## config.mk

```make
export PLATFORM = sky130hd
export DESIGN_NAME = fixed_timestep_accumulator_top_flat
export DESIGN_NICKNAME = d
export VERILOG_FILES = /design/src/fta_pkg.sv /design/src/fta_ifs.sv /design/src/fta_csr.sv /design/src/fta_ctrl.sv /design/src/fta_dp.sv /design/src/fixed_timestep_accumulator_top.sv /design/src/flat_wrapper.sv
export SDC_FILE = /design/constraint.sdc
export NUM_CORES = 2
export LEC_CHECK = 0
export BUFFER_PORTS_ARGS = -buffer_cell sky130_fd_sc_hd__clkbuf_2
export CORE_ASPECT_RATIO = 2
export CORE_MARGIN = 8
export CORE_UTILIZATION = 67
export DETAILED_ROUTE_END_ITERATION = 8
export PLACE_DENSITY = 0.95
export REMOVE_ABC_BUFFERS = 1
export SYNTH_ARGS = -nofsm -noshare
export SYNTH_HDL_FRONTEND = slang
export SYNTH_HIERARCHICAL = 1
export SYNTH_SLANG_ARGS = --single-unit
```

## constraint.sdc

```tcl
create_clock -name clock -period 16.6 [get_ports clock]
set_clock_uncertainty 0.05 [all_clocks]
set_input_delay 0.83 -clock clock [delete_from_list [all_inputs] [get_ports clock]]
set_output_delay 0.83 -clock clock [all_outputs]
set_load 0.01 [all_outputs]
```

## src/fta_pkg.sv

```systemverilog
package fta_pkg;

   // Field widths of the channels.
   localparam int unsigned OpW      = 2;
   localparam int unsigned AmountW  = 64;
   localparam int unsigned StepsW   = 5;
   localparam int unsigned AccW     = 38;
   localparam int unsigned DenW     = 33;
   localparam int unsigned CntW     = 32;

   // Register widths and the configuration port.
   localparam int unsigned HzW      = 10;
   localparam int unsigned FptW     = 4;
   localparam int unsigned BudgetW  = 8;
   localparam int unsigned CsrIdxW  = 2;
   localparam int unsigned CsrDataW = 10;

   // Scaled gain: accumulator-sized amount times the field rate.
   localparam int unsigned GainW    = AccW + HzW;

   // Time constants.
   localparam logic [63:0] UnitsPerField      = 64'd1000000000;
   localparam int unsigned DefaultHz          = 60;
   localparam int unsigned DefaultFpt         = 2;
   localparam int unsigned MaxFieldsPerTick   = 6;
   localparam int unsigned FptEffW            = $clog2(MaxFieldsPerTick + 1);
   localparam int unsigned RebaseTicksDefault = 30;
   localparam int unsigned StepsMax           = (1 << StepsW) - 1;

   // Register reset values.
   localparam logic [HzW-1:0]     ResetHz     = HzW'(DefaultHz);
   localparam logic [FptW-1:0]    ResetFpt    = FptW'(DefaultFpt);
   localparam logic [BudgetW-1:0] ResetBudget = '0;

   // Register indexes on the configuration port.
   localparam logic [CsrIdxW-1:0] CsrFieldRate  = 2'd0;
   localparam logic [CsrIdxW-1:0] CsrFieldsTick = 2'd1;
   localparam logic [CsrIdxW-1:0] CsrStepBudget = 2'd2;

   // Request operations.
   typedef enum logic [OpW-1:0] {
      OP_ADV_NS  = 2'd0,
      OP_ADV_RAW = 2'd1,
      OP_REBASE  = 2'd2,
      OP_NOP     = 2'd3
   } op_type;

   // Controller states.
   typedef enum logic [2:0] {
      ST_IDLE,
      ST_MUL,
      ST_CHECK,
      ST_STEP,
      ST_OUT
   } state_type;

   // Configuration registers as seen by the datapath.
   typedef struct packed {
      logic [HzW-1:0]     field_rate_hz;
      logic [FptW-1:0]    tick_fields;
      logic [BudgetW-1:0] step_budget;
   } cfg_type;

   // Commands from the controller to the datapath.
   typedef struct packed {
      logic load;
      logic mul;
      logic check;
      logic sub;
      logic close;
      logic emit;
   } dp_cmd_type;

   // Status from the datapath to the controller.
   typedef struct packed {
      logic advance;
      logic can_sub;
   } dp_status_type;

endpackage

```

## src/fta_ifs.sv

```systemverilog
// Request channel: one operation and its amount.
interface fta_req_if import fta_pkg::*; ();
   logic               valid;
   logic               ready;
   logic [OpW-1:0]     opcode;
   logic [AmountW-1:0] amount;

   modport source (output valid, output opcode, output amount, input ready);
   modport sink   (input valid, input opcode, input amount, output ready);
endinterface

// Response channel: one result per request.
interface fta_rsp_if import fta_pkg::*; ();
   logic              valid;
   logic              ready;
   logic [StepsW-1:0] steps;
   logic              rebased;
   logic              budget_hit;
   logic              has_debt;
   logic [AccW-1:0]   alpha_num;
   logic [DenW-1:0]   alpha_den;
   logic [CntW-1:0]   tick_total;
   logic [CntW-1:0]   catchup_total;
   logic [CntW-1:0]   skip_total;
   logic [CntW-1:0]   rebase_total;

   modport source (output valid, output steps, output rebased, output budget_hit,
                   output has_debt, output alpha_num, output alpha_den, output tick_total,
                   output catchup_total, output skip_total, output rebase_total,
                   input ready);
   modport sink   (input valid, input steps, input rebased, input budget_hit,
                   input has_debt, input alpha_num, input alpha_den, input tick_total,
                   input catchup_total, input skip_total, input rebase_total,
                   output ready);
endinterface

// Configuration write channel.
interface fta_csr_if import fta_pkg::*; ();
   logic                valid;
   logic                ready;
   logic [CsrIdxW-1:0]  index;
   logic [CsrDataW-1:0] data;

   modport source (output valid, output index, output data, input ready);
   modport sink   (input valid, input index, input data, output ready);
endinterface

```

## src/fta_csr.sv

```systemverilog
module fta_csr import fta_pkg::*; (
   input  logic                clock,
   input  logic                reset,
   input  logic                csr_valid,
   input  logic [CsrIdxW-1:0]  csr_index,
   input  logic [CsrDataW-1:0] csr_data,
   output logic                csr_ready,
   output cfg_type             cfg
);

   cfg_type cfg_ff;

   // Writes are always taken; an index past the register list is dropped.
   assign csr_ready = 1'b1;

   always_ff @(posedge clock) begin
      if (reset) begin
         cfg_ff.field_rate_hz <= ResetHz;
         cfg_ff.tick_fields   <= ResetFpt;
         cfg_ff.step_budget   <= ResetBudget;
      end else if (csr_valid) begin
         unique case (csr_index)
            CsrFieldRate:  cfg_ff.field_rate_hz <= csr_data[HzW-1:0];
            CsrFieldsTick: cfg_ff.tick_fields   <= csr_data[FptW-1:0];
            CsrStepBudget: cfg_ff.step_budget   <= csr_data[BudgetW-1:0];
            default: ;
         endcase
      end
   end

   assign cfg = cfg_ff;

endmodule

```

## src/fta_ctrl.sv

```systemverilog
module fta_ctrl import fta_pkg::*; (
   input  logic          clock,
   input  logic          reset,
   input  logic          req_valid,
   output logic          req_ready,
   output logic          rsp_valid,
   input  logic          rsp_ready,
   input  dp_status_type status,
   output dp_cmd_type    cmd
);

   state_type state_ff, state_in;
   logic      rsp_valid_ff, rsp_valid_in;

   // State and response valid registers.
   always_ff @(posedge clock) begin
      if (reset) begin
         state_ff     <= ST_IDLE;
         rsp_valid_ff <= 1'b0;
      end else begin
         state_ff     <= state_in;
         rsp_valid_ff <= rsp_valid_in;
      end
   end

   // Sequencing: multiply, check, one tick per cycle, then hand the result over.
   always_comb begin
      cmd          = '0;
      state_in     = state_ff;
      rsp_valid_in = rsp_valid_ff && !rsp_ready;
      req_ready    = 1'b0;
      unique case (state_ff)
         ST_IDLE: begin
            req_ready = 1'b1;
            if (req_valid) begin
               cmd.load = 1'b1;
               state_in = ST_MUL;
            end
         end
         ST_MUL: begin
            cmd.mul  = 1'b1;
            state_in = ST_CHECK;
         end
         ST_CHECK: begin
            cmd.check = 1'b1;
            state_in  = status.advance ? ST_STEP : ST_OUT;
         end
         ST_STEP: begin
            if (status.can_sub) begin
               cmd.sub = 1'b1;
            end else begin
               cmd.close = 1'b1;
               state_in  = ST_OUT;
            end
         end
         ST_OUT: begin
            // The output register is free once its previous result is taken.
            if (!rsp_valid_ff || rsp_ready) begin
               cmd.emit     = 1'b1;
               rsp_valid_in = 1'b1;
               state_in     = ST_IDLE;
            end
         end
         default: state_in = ST_IDLE;
      endcase
   end

   assign rsp_valid = rsp_valid_ff;

endmodule

```

## src/fta_dp.sv

```systemverilog
module fta_dp import fta_pkg::*; #(
   parameter int unsigned REBASE_TICKS = RebaseTicksDefault
) (
   input  logic               clock,
   input  logic               reset,
   input  cfg_type            cfg,
   input  dp_cmd_type         cmd,
   output dp_status_type      status,
   input  logic [OpW-1:0]     req_opcode,
   input  logic [AmountW-1:0] req_amount,
   output logic [StepsW-1:0]  rsp_steps,
   output logic               rsp_rebased,
   output logic               rsp_budget_hit,
   output logic               rsp_has_debt,
   output logic [AccW-1:0]    rsp_alpha_num,
   output logic [DenW-1:0]    rsp_alpha_den,
   output logic [CntW-1:0]    rsp_tick_total,
   output logic [CntW-1:0]    rsp_catchup_total,
   output logic [CntW-1:0]    rsp_skip_total,
   output logic [CntW-1:0]    rsp_rebase_total
);

   localparam int unsigned     StepW         = $clog2(REBASE_TICKS + 1);
   localparam logic [AccW-1:0] BoundPerField = AccW'(64'(REBASE_TICKS) * UnitsPerField);

   // Persistent state.
   logic [AccW-1:0] acc_ff;
   logic [CntW-1:0] tick_cnt_ff, catchup_cnt_ff, skip_cnt_ff, rebase_cnt_ff;

   // Per-request working registers.
   op_type             op_ff;
   logic [AmountW-1:0] amt_ff;
   logic [DenW-1:0]    tu_ff;
   logic [AccW-1:0]    bound_ff;
   logic [GainW-1:0]   gain_ff;
   logic               big_ff;
   logic [StepW-1:0]   steps_ff;
   logic               rebased_ff, hit_ff;

   // Result registers.
   logic [StepsW-1:0] rsp_steps_ff;
   logic              rsp_rebased_ff, rsp_hit_ff, rsp_debt_ff;
   logic [AccW-1:0]   rsp_num_ff;
   logic [DenW-1:0]   rsp_den_ff;
   logic [CntW-1:0]   rsp_tick_ff, rsp_catchup_ff, rsp_skip_ff, rsp_rebase_ff;

   logic [HzW-1:0]     hz_eff;
   logic [FptEffW-1:0] fpt_eff;
   logic [DenW-1:0]    tu_calc;
   logic [AccW-1:0]    bound_calc;
   logic [GainW-1:0]   gain_in;
   logic [AccW:0]      sum;
   logic               over, is_adv, acc_ge_tu, budget_on, hit_now, rebase_now;
   logic [CntW-1:0]    catchup_add;

   // Effective field rate, tick size and rebase bound.
   always_comb begin
      hz_eff = (cfg.field_rate_hz == '0) ? HzW'(DefaultHz) : cfg.field_rate_hz;
      if (cfg.tick_fields == '0 || cfg.tick_fields > FptW'(MaxFieldsPerTick)) begin
         fpt_eff = FptEffW'(DefaultFpt);
      end else begin
         fpt_eff = FptEffW'(cfg.tick_fields);
      end
      tu_calc    = DenW'(fpt_eff) * DenW'(UnitsPerField);
      bound_calc = AccW'(fpt_eff) * BoundPerField;
   end

   // Gain: scaled nanoseconds or raw units, low accumulator-sized part only.
   assign gain_in = (op_ff == OP_ADV_RAW) ? GainW'(amt_ff[AccW-1:0])
                                          : GainW'(amt_ff[AccW-1:0]) * GainW'(hz_eff);

   // A gain or a sum past the bound rebases; any amount at or above 2^38 is past it.
   always_comb begin
      is_adv     = (op_ff == OP_ADV_NS) || (op_ff == OP_ADV_RAW);
      sum        = (AccW + 1)'(acc_ff) + (AccW + 1)'(gain_ff[AccW-1:0]);
      over       = big_ff || (gain_ff > GainW'(bound_ff)) || (sum > (AccW + 1)'(bound_ff));
      rebase_now = (op_ff == OP_REBASE) || (is_adv && over);
   end

   // Tick loop status.
   always_comb begin
      acc_ge_tu      = acc_ff >= AccW'(tu_ff);
      budget_on      = cfg.step_budget != '0;
      hit_now        = budget_on && acc_ge_tu;
      status.advance = is_adv && !over;
      status.can_sub = acc_ge_tu && (!budget_on || BudgetW'(steps_ff) != cfg.step_budget);
      catchup_add    = (steps_ff > StepW'(1)) ? CntW'(steps_ff) - CntW'(1) : '0;
   end

   // Accumulator and wrapping counters.
   always_ff @(posedge clock) begin
      if (reset) begin
         acc_ff         <= '0;
         tick_cnt_ff    <= '0;
         catchup_cnt_ff <= '0;
         skip_cnt_ff    <= '0;
         rebase_cnt_ff  <= '0;
      end else begin
         if (cmd.check) begin
            if (rebase_now) begin
               acc_ff        <= '0;
               rebase_cnt_ff <= rebase_cnt_ff + CntW'(1);
            end else if (status.advance) begin
               acc_ff <= sum[AccW-1:0];
            end
         end
         if (cmd.sub) begin
            acc_ff <= acc_ff - AccW'(tu_ff);
         end
         if (cmd.close) begin
            tick_cnt_ff    <= tick_cnt_ff + CntW'(steps_ff);
            catchup_cnt_ff <= catchup_cnt_ff + catchup_add;
            skip_cnt_ff    <= skip_cnt_ff + CntW'(hit_now);
         end
      end
   end

   // Working registers of the request in flight.
   always_ff @(posedge clock) begin
      if (cmd.load) begin
         op_ff    <= op_type'(req_opcode);
         amt_ff   <= req_amount;
         tu_ff    <= tu_calc;
         bound_ff <= bound_calc;
      end
      if (cmd.mul) begin
         gain_ff <= gain_in;
         big_ff  <= |amt_ff[AmountW-1:AccW];
      end
      if (cmd.check) begin
         rebased_ff <= rebase_now;
         hit_ff     <= 1'b0;
         steps_ff   <= '0;
      end
      if (cmd.sub) begin
         steps_ff <= steps_ff + StepW'(1);
      end
      if (cmd.close) begin
         hit_ff <= hit_now;
      end
   end

   // Result register, loaded when the response slot is free.
   always_ff @(posedge clock) begin
      if (cmd.emit) begin
         rsp_steps_ff   <= (32'(steps_ff) > 32'(StepsMax)) ? StepsW'(StepsMax)
                                                           : StepsW'(steps_ff);
         rsp_rebased_ff <= rebased_ff;
         rsp_hit_ff     <= hit_ff;
         rsp_debt_ff    <= acc_ge_tu;
         rsp_num_ff     <= acc_ge_tu ? '0 : acc_ff;
         rsp_den_ff     <= tu_ff;
         rsp_tick_ff    <= tick_cnt_ff;
         rsp_catchup_ff <= catchup_cnt_ff;
         rsp_skip_ff    <= skip_cnt_ff;
         rsp_rebase_ff  <= rebase_cnt_ff;
      end
   end

   assign rsp_steps         = rsp_steps_ff;
   assign rsp_rebased       = rsp_rebased_ff;
   assign rsp_budget_hit    = rsp_hit_ff;
   assign rsp_has_debt      = rsp_debt_ff;
   assign rsp_alpha_num     = rsp_num_ff;
   assign rsp_alpha_den     = rsp_den_ff;
   assign rsp_tick_total    = rsp_tick_ff;
   assign rsp_catchup_total = rsp_catchup_ff;
   assign rsp_skip_total    = rsp_skip_ff;
   assign rsp_rebase_total  = rsp_rebase_ff;

endmodule

```

## src/fixed_timestep_accumulator_top.sv

```systemverilog
// Fixed-timestep tick scheduler.
// req_ch carries one request: opcode (advance by nanoseconds, advance by raw units,
// rebase, or no operation) and a 64-bit amount. rsp_ch returns exactly one result per
// request: ticks issued, rebase and budget flags, interpolation numerator and
// denominator, and the four wrapping counters. csr_ch writes field_rate_hz (index 0),
// the number of fields in a tick (index 1) and step_budget (index 2); it is always
// ready. The user must see that it is written only while no request is in flight;
// the block itself does not enforce this. One request is worked on at a time.
// A rebase, a no-operation or an advance that rebases passes through ST_MUL, ST_CHECK
// and ST_OUT; an advance that issues n ticks also passes through ST_STEP, where one
// shared subtractor removes one tick per cycle (n is at most REBASE_TICKS). req_ch is
// ready again the cycle after the result is loaded into the output register.
// If the receiver stalls, the result holds in the output register and the next request
// is taken and worked on; its result waits until the held one is taken.
// Reset clears the accumulator and the counters and loads the register defaults:
// 60 Hz, 2 fields per tick, no step budget.
module fixed_timestep_accumulator_top import fta_pkg::*; #(
   parameter int unsigned REBASE_TICKS = RebaseTicksDefault
) (
   input logic        clock,
   input logic        reset,
   fta_req_if.sink    req_ch,
   fta_rsp_if.source  rsp_ch,
   fta_csr_if.sink    csr_ch
);

   cfg_type       cfg;
   dp_cmd_type    cmd;
   dp_status_type status;

   // Configuration registers.
   fta_csr u_csr (
      .clock     (clock),
      .reset     (reset),
      .csr_valid (csr_ch.valid),
      .csr_index (csr_ch.index),
      .csr_data  (csr_ch.data),
      .csr_ready (csr_ch.ready),
      .cfg       (cfg)
   );

   // Sequencer.
   fta_ctrl u_ctrl (
      .clock     (clock),
      .reset     (reset),
      .req_valid (req_ch.valid),
      .req_ready (req_ch.ready),
      .rsp_valid (rsp_ch.valid),
      .rsp_ready (rsp_ch.ready),
      .status    (status),
      .cmd       (cmd)
   );

   // Accumulator, tick loop and result register.
   fta_dp #(
      .REBASE_TICKS (REBASE_TICKS)
   ) u_dp (
      .clock             (clock),
      .reset             (reset),
      .cfg               (cfg),
      .cmd               (cmd),
      .status            (status),
      .req_opcode        (req_ch.opcode),
      .req_amount        (req_ch.amount),
      .rsp_steps         (rsp_ch.steps),
      .rsp_rebased       (rsp_ch.rebased),
      .rsp_budget_hit    (rsp_ch.budget_hit),
      .rsp_has_debt      (rsp_ch.has_debt),
      .rsp_alpha_num     (rsp_ch.alpha_num),
      .rsp_alpha_den     (rsp_ch.alpha_den),
      .rsp_tick_total    (rsp_ch.tick_total),
      .rsp_catchup_total (rsp_ch.catchup_total),
      .rsp_skip_total    (rsp_ch.skip_total),
      .rsp_rebase_total  (rsp_ch.rebase_total)
   );

endmodule

```

## src/flat_wrapper.sv

```systemverilog
// flat-port wrapper written by rule: the top's interface ports become plain ports
module fixed_timestep_accumulator_top_flat import fta_pkg::*;
#(
   parameter int unsigned REBASE_TICKS = RebaseTicksDefault
)
  (clock, reset, req_ch_valid, req_ch_opcode, req_ch_amount, req_ch_ready, rsp_ch_valid, rsp_ch_steps, rsp_ch_rebased, rsp_ch_budget_hit, rsp_ch_has_debt, rsp_ch_alpha_num, rsp_ch_alpha_den, rsp_ch_tick_total, rsp_ch_catchup_total, rsp_ch_skip_total, rsp_ch_rebase_total, rsp_ch_ready, csr_ch_valid, csr_ch_index, csr_ch_data, csr_ch_ready);
  fta_req_if req_ch_i ();
  fta_rsp_if rsp_ch_i ();
  fta_csr_if csr_ch_i ();
  input logic clock;
  input logic reset;
  input wire logic [$bits(req_ch_i.valid)-1:0] req_ch_valid;
  input wire logic [$bits(req_ch_i.opcode)-1:0] req_ch_opcode;
  input wire logic [$bits(req_ch_i.amount)-1:0] req_ch_amount;
  output wire logic [$bits(req_ch_i.ready)-1:0] req_ch_ready;
  output wire logic [$bits(rsp_ch_i.valid)-1:0] rsp_ch_valid;
  output wire logic [$bits(rsp_ch_i.steps)-1:0] rsp_ch_steps;
  output wire logic [$bits(rsp_ch_i.rebased)-1:0] rsp_ch_rebased;
  output wire logic [$bits(rsp_ch_i.budget_hit)-1:0] rsp_ch_budget_hit;
  output wire logic [$bits(rsp_ch_i.has_debt)-1:0] rsp_ch_has_debt;
  output wire logic [$bits(rsp_ch_i.alpha_num)-1:0] rsp_ch_alpha_num;
  output wire logic [$bits(rsp_ch_i.alpha_den)-1:0] rsp_ch_alpha_den;
  output wire logic [$bits(rsp_ch_i.tick_total)-1:0] rsp_ch_tick_total;
  output wire logic [$bits(rsp_ch_i.catchup_total)-1:0] rsp_ch_catchup_total;
  output wire logic [$bits(rsp_ch_i.skip_total)-1:0] rsp_ch_skip_total;
  output wire logic [$bits(rsp_ch_i.rebase_total)-1:0] rsp_ch_rebase_total;
  input wire logic [$bits(rsp_ch_i.ready)-1:0] rsp_ch_ready;
  input wire logic [$bits(csr_ch_i.valid)-1:0] csr_ch_valid;
  input wire logic [$bits(csr_ch_i.index)-1:0] csr_ch_index;
  input wire logic [$bits(csr_ch_i.data)-1:0] csr_ch_data;
  output wire logic [$bits(csr_ch_i.ready)-1:0] csr_ch_ready;
  assign req_ch_i.valid = req_ch_valid;
  assign req_ch_i.opcode = req_ch_opcode;
  assign req_ch_i.amount = req_ch_amount;
  assign req_ch_ready = req_ch_i.ready;
  assign rsp_ch_valid = rsp_ch_i.valid;
  assign rsp_ch_steps = rsp_ch_i.steps;
  assign rsp_ch_rebased = rsp_ch_i.rebased;
  assign rsp_ch_budget_hit = rsp_ch_i.budget_hit;
  assign rsp_ch_has_debt = rsp_ch_i.has_debt;
  assign rsp_ch_alpha_num = rsp_ch_i.alpha_num;
  assign rsp_ch_alpha_den = rsp_ch_i.alpha_den;
  assign rsp_ch_tick_total = rsp_ch_i.tick_total;
  assign rsp_ch_catchup_total = rsp_ch_i.catchup_total;
  assign rsp_ch_skip_total = rsp_ch_i.skip_total;
  assign rsp_ch_rebase_total = rsp_ch_i.rebase_total;
  assign rsp_ch_i.ready = rsp_ch_ready;
  assign csr_ch_i.valid = csr_ch_valid;
  assign csr_ch_i.index = csr_ch_index;
  assign csr_ch_i.data = csr_ch_data;
  assign csr_ch_ready = csr_ch_i.ready;
  fixed_timestep_accumulator_top #(.REBASE_TICKS(REBASE_TICKS)) u_core (.clock(clock), .reset(reset), .req_ch(req_ch_i), .rsp_ch(rsp_ch_i), .csr_ch(csr_ch_i));
endmodule
```

==> out/metrics.yaml <==
gp_congestion: 1.02
async_flop_share_pct: 0
grt_usage_pct: 33.0
reg2reg_depth: 27
core-area_um2: 57900
rsz0062_at_grt: "no"
synth_top_family_by_area: "adder cells"
cts_resized: 0
mostFrequentLayoutCell: "inv_1"
fin_hold_ws_ns: 0.346
fp.dieH_um: 357
violations: "design-rule violations"
powerDensity_nw_per_um2: 162
start_util_pct: 67.3
clock_latency_ns: 0.61
r2r-end: "u_core/u_dp/gain_ff[47]"
numCtsBuffers: 48
cts_setup_buffers: 0
synth_cells: 3845
status: "finished, violations left"
grt_overflow: 0
min_to: "u_core/u_dp/amt_ff[21]"
slew_viol_final: 0
syn_area_um2: 39000
drt_iter0_drc: 2877
ys.flop_type: "edfxtp_1"
cp.arrival_ns: 8.77
ir_drop_uv: 128
finalSetupViolCount: 0
cts_sinks: 556
synth_fa_ha_area_share_pct: 23.3
holdPathStages: 1
synthSimpleGateAreaFrac_pct: 15.9
drt-wirelength-per-cell_um: 22.8
clock-root-buffer: "clkbuf_16"
first_pass_iters: 9
fin_crit_ns: 8.46
max_slew_margin_pct: 9.90
final_hold_viol_count: 0
routed_wl_um: 111000
grt_pass1_wl_um: 173000
setup_slack_ns: 8.14
holdCritStartpoint: "req_ch_amount[21]"
antenna_found_initial: 7
die_area_um2: 66600
finalSetupTns_ns: 0
area_delta_synth_final_pct: 9.09
clk_pin_slew_ns: 0.07
hold_buffers: 0
drive_gt1_share_pct: 11.0
grt_pass1_vias: 32300
synth_edf_count: 364
fp-row-count: 125
slowest_delay_ns: 0.68
ios: 293
muxShareOfSynthArea_pct: 1.42
viasPerCell: 6.30
cap_violations: 0
crit_family: "adder cells"
worstReg2RegStart: "u_core/u_csr/cfg[13]"
dp_slack_ns: 8.29
slowest_stage: "nand2b_2"
yosys.area.top_type: "edfxtp_1"
synth_compound_gate_area_share_pct: 11.3
min_period_over_period_pct: 51.0
dp_hpwl_um: 82200
final_nets: 4677
critPathRequiredTime_ns: 16.91
die_width_um: 187
remaining_drc_errors: 1
ys_top_cells_by_area: "edfxtp_1, fa_1, dfxtp_1"
ant_nets: 0
netlist-cell-type-count: 87
tritoncts: "yes"
crit_path_max_fanout: 40
yosysSeqAreaShare_pct: 37.9
avgSynthCellArea_um2: 10.1
max_slew.worst_pin.slew_ns: 1.34
ys_ff_latch: 556
clk_path_buf_depth: 3
leakagePower_uw: 0.0187
max_freq_mhz: 118
grt_max_degree: 137
critPathLaunchType: "register"
crit_path_end_kind: "register"
port_buffers: 282
num_vias: 30600
synth_top_area_share_pct: 28.1
path_buf_inv: 6
hold_class: "primary input to register"
yosys_warnings: 6
final_cell_mix: "inv_1, nand2_1, edfxtp_1, fa_1, clkbuf_2"
htreeDepth: 2
reg2reg_slack_ns: 8.14
synth-xor-area-share_pct: 4.45
worstSetupPathType: "register to register"
through the flow:
stage / area, um^2 / total power, uW / utilization (%) / instances
finish: 42500 / 6900 / 73.5 / 4852
global route: 42500 / 7440 / 73.4 / 4848
CTS: 42500 / 6850 / 73.4 / 4848
detailed placement: 40900 / 5670 / 70.6 / 4758
global placement: 40900 / 5510 / 70.6 / 4758
floorplan: 38300 / 4750 / - / 3687
where the power goes:
part | total, uW | internal (uW) | switching, uW
Clock | 1160 | 623 | 542
Sequential | 1900 | 1740 | 157
Combinational | 3840 | 1560 | 2280
Total | 6900 | 3920 | 2980
kinds of logic after synthesis:
family          count (synthesis)
compound gates                682
xor+xnor                      198
fa+ha+maj                     548
buf+inv                       564
flops                         556
mux                            54
other cells                     2
simple gates                 1241
worst max-delay path by stage:
stage                        startpoint                              to  slack (ns)  depth (start not counted)
6_report           u_core/u_csr/cfg[13]         u_core/u_dp/gain_ff[47]        8.14                         27
3_5_place_dp       u_core/u_csr/cfg[12]         u_core/u_dp/gain_ff[47]        8.29                         27
4_1_cts            u_core/u_csr/cfg[13]         u_core/u_dp/gain_ff[45]        8.27                         27
5_1_grt            u_core/u_csr/cfg[12]         u_core/u_dp/gain_ff[47]        7.71                         27
3_3_place_gp       u_core/u_csr/cfg[13]         u_core/u_dp/gain_ff[47]        8.54                         27
2_1_floorplan  u_core/u_dp/bound_ff[22]  u_core/u_dp/catchup_cnt_ff[27]        6.01                         15
synth_stat cells (all sizes together) (23+ instances only):
cell,number
nand4,38
nor2,255
mux2i,45
or4,23
ha,252
nand2b,52
a21oi,195
o31ai,24
xor2,96
or3,34
edfxtp,364
nand2,386
clkbuf,133
dfxtp,192
o21ai,146
and3,25
xnor2,102
nor2b,30
nor3,43
inv,391
nor4,26
buf,38
o211ai,23
nand3,69
a21o,76
fa,296
o21a,24
o21bai,25
and2,211
a211oi,51
layer usage:
metal	GRT usage (%)	vias up	part of all wire, %
met1	32.4	14600	32
met4	26.6	2	8.5
met2	59.7	1870	52
met3	6.52	527	8.2
li1	-	13500	-
met5	0	-	0.012
registers in the layout, indices dropped and copies added (netlist names), 32 cells and up:
| name | cells |
|---|---|
| u_core/u_dp/acc_ff | 38 |
| u_core/u_dp/amt_ff | 64 |
| u_core/u_dp/catchup_cnt_ff | 32 |
| u_core/u_dp/gain_ff | 48 |
| u_core/u_dp/rebase_cnt_ff | 32 |
| u_core/u_dp/rsp_alpha_num | 38 |
| u_core/u_dp/rsp_catchup_total | 32 |
| u_core/u_dp/rsp_rebase_total | 32 |
| u_core/u_dp/rsp_skip_total | 32 |
| u_core/u_dp/rsp_tick_total | 32 |
| u_core/u_dp/skip_cnt_ff | 32 |
| u_core/u_dp/tick_cnt_ff | 32 |
final cells by class:
class | instances | area (um^2)
clock inverter | 34 | 353
tap | 762 | 953
multi-input combinational | 2738 | 22000
timing repair buffer | 309 | 1630
antenna | 4 | 10.0
inverter | 393 | 1480
sequential | 556 | 14800
clock buffer | 56 | 1260
fill | 3838 | 15400
Power figures use the tool's default switching activity.
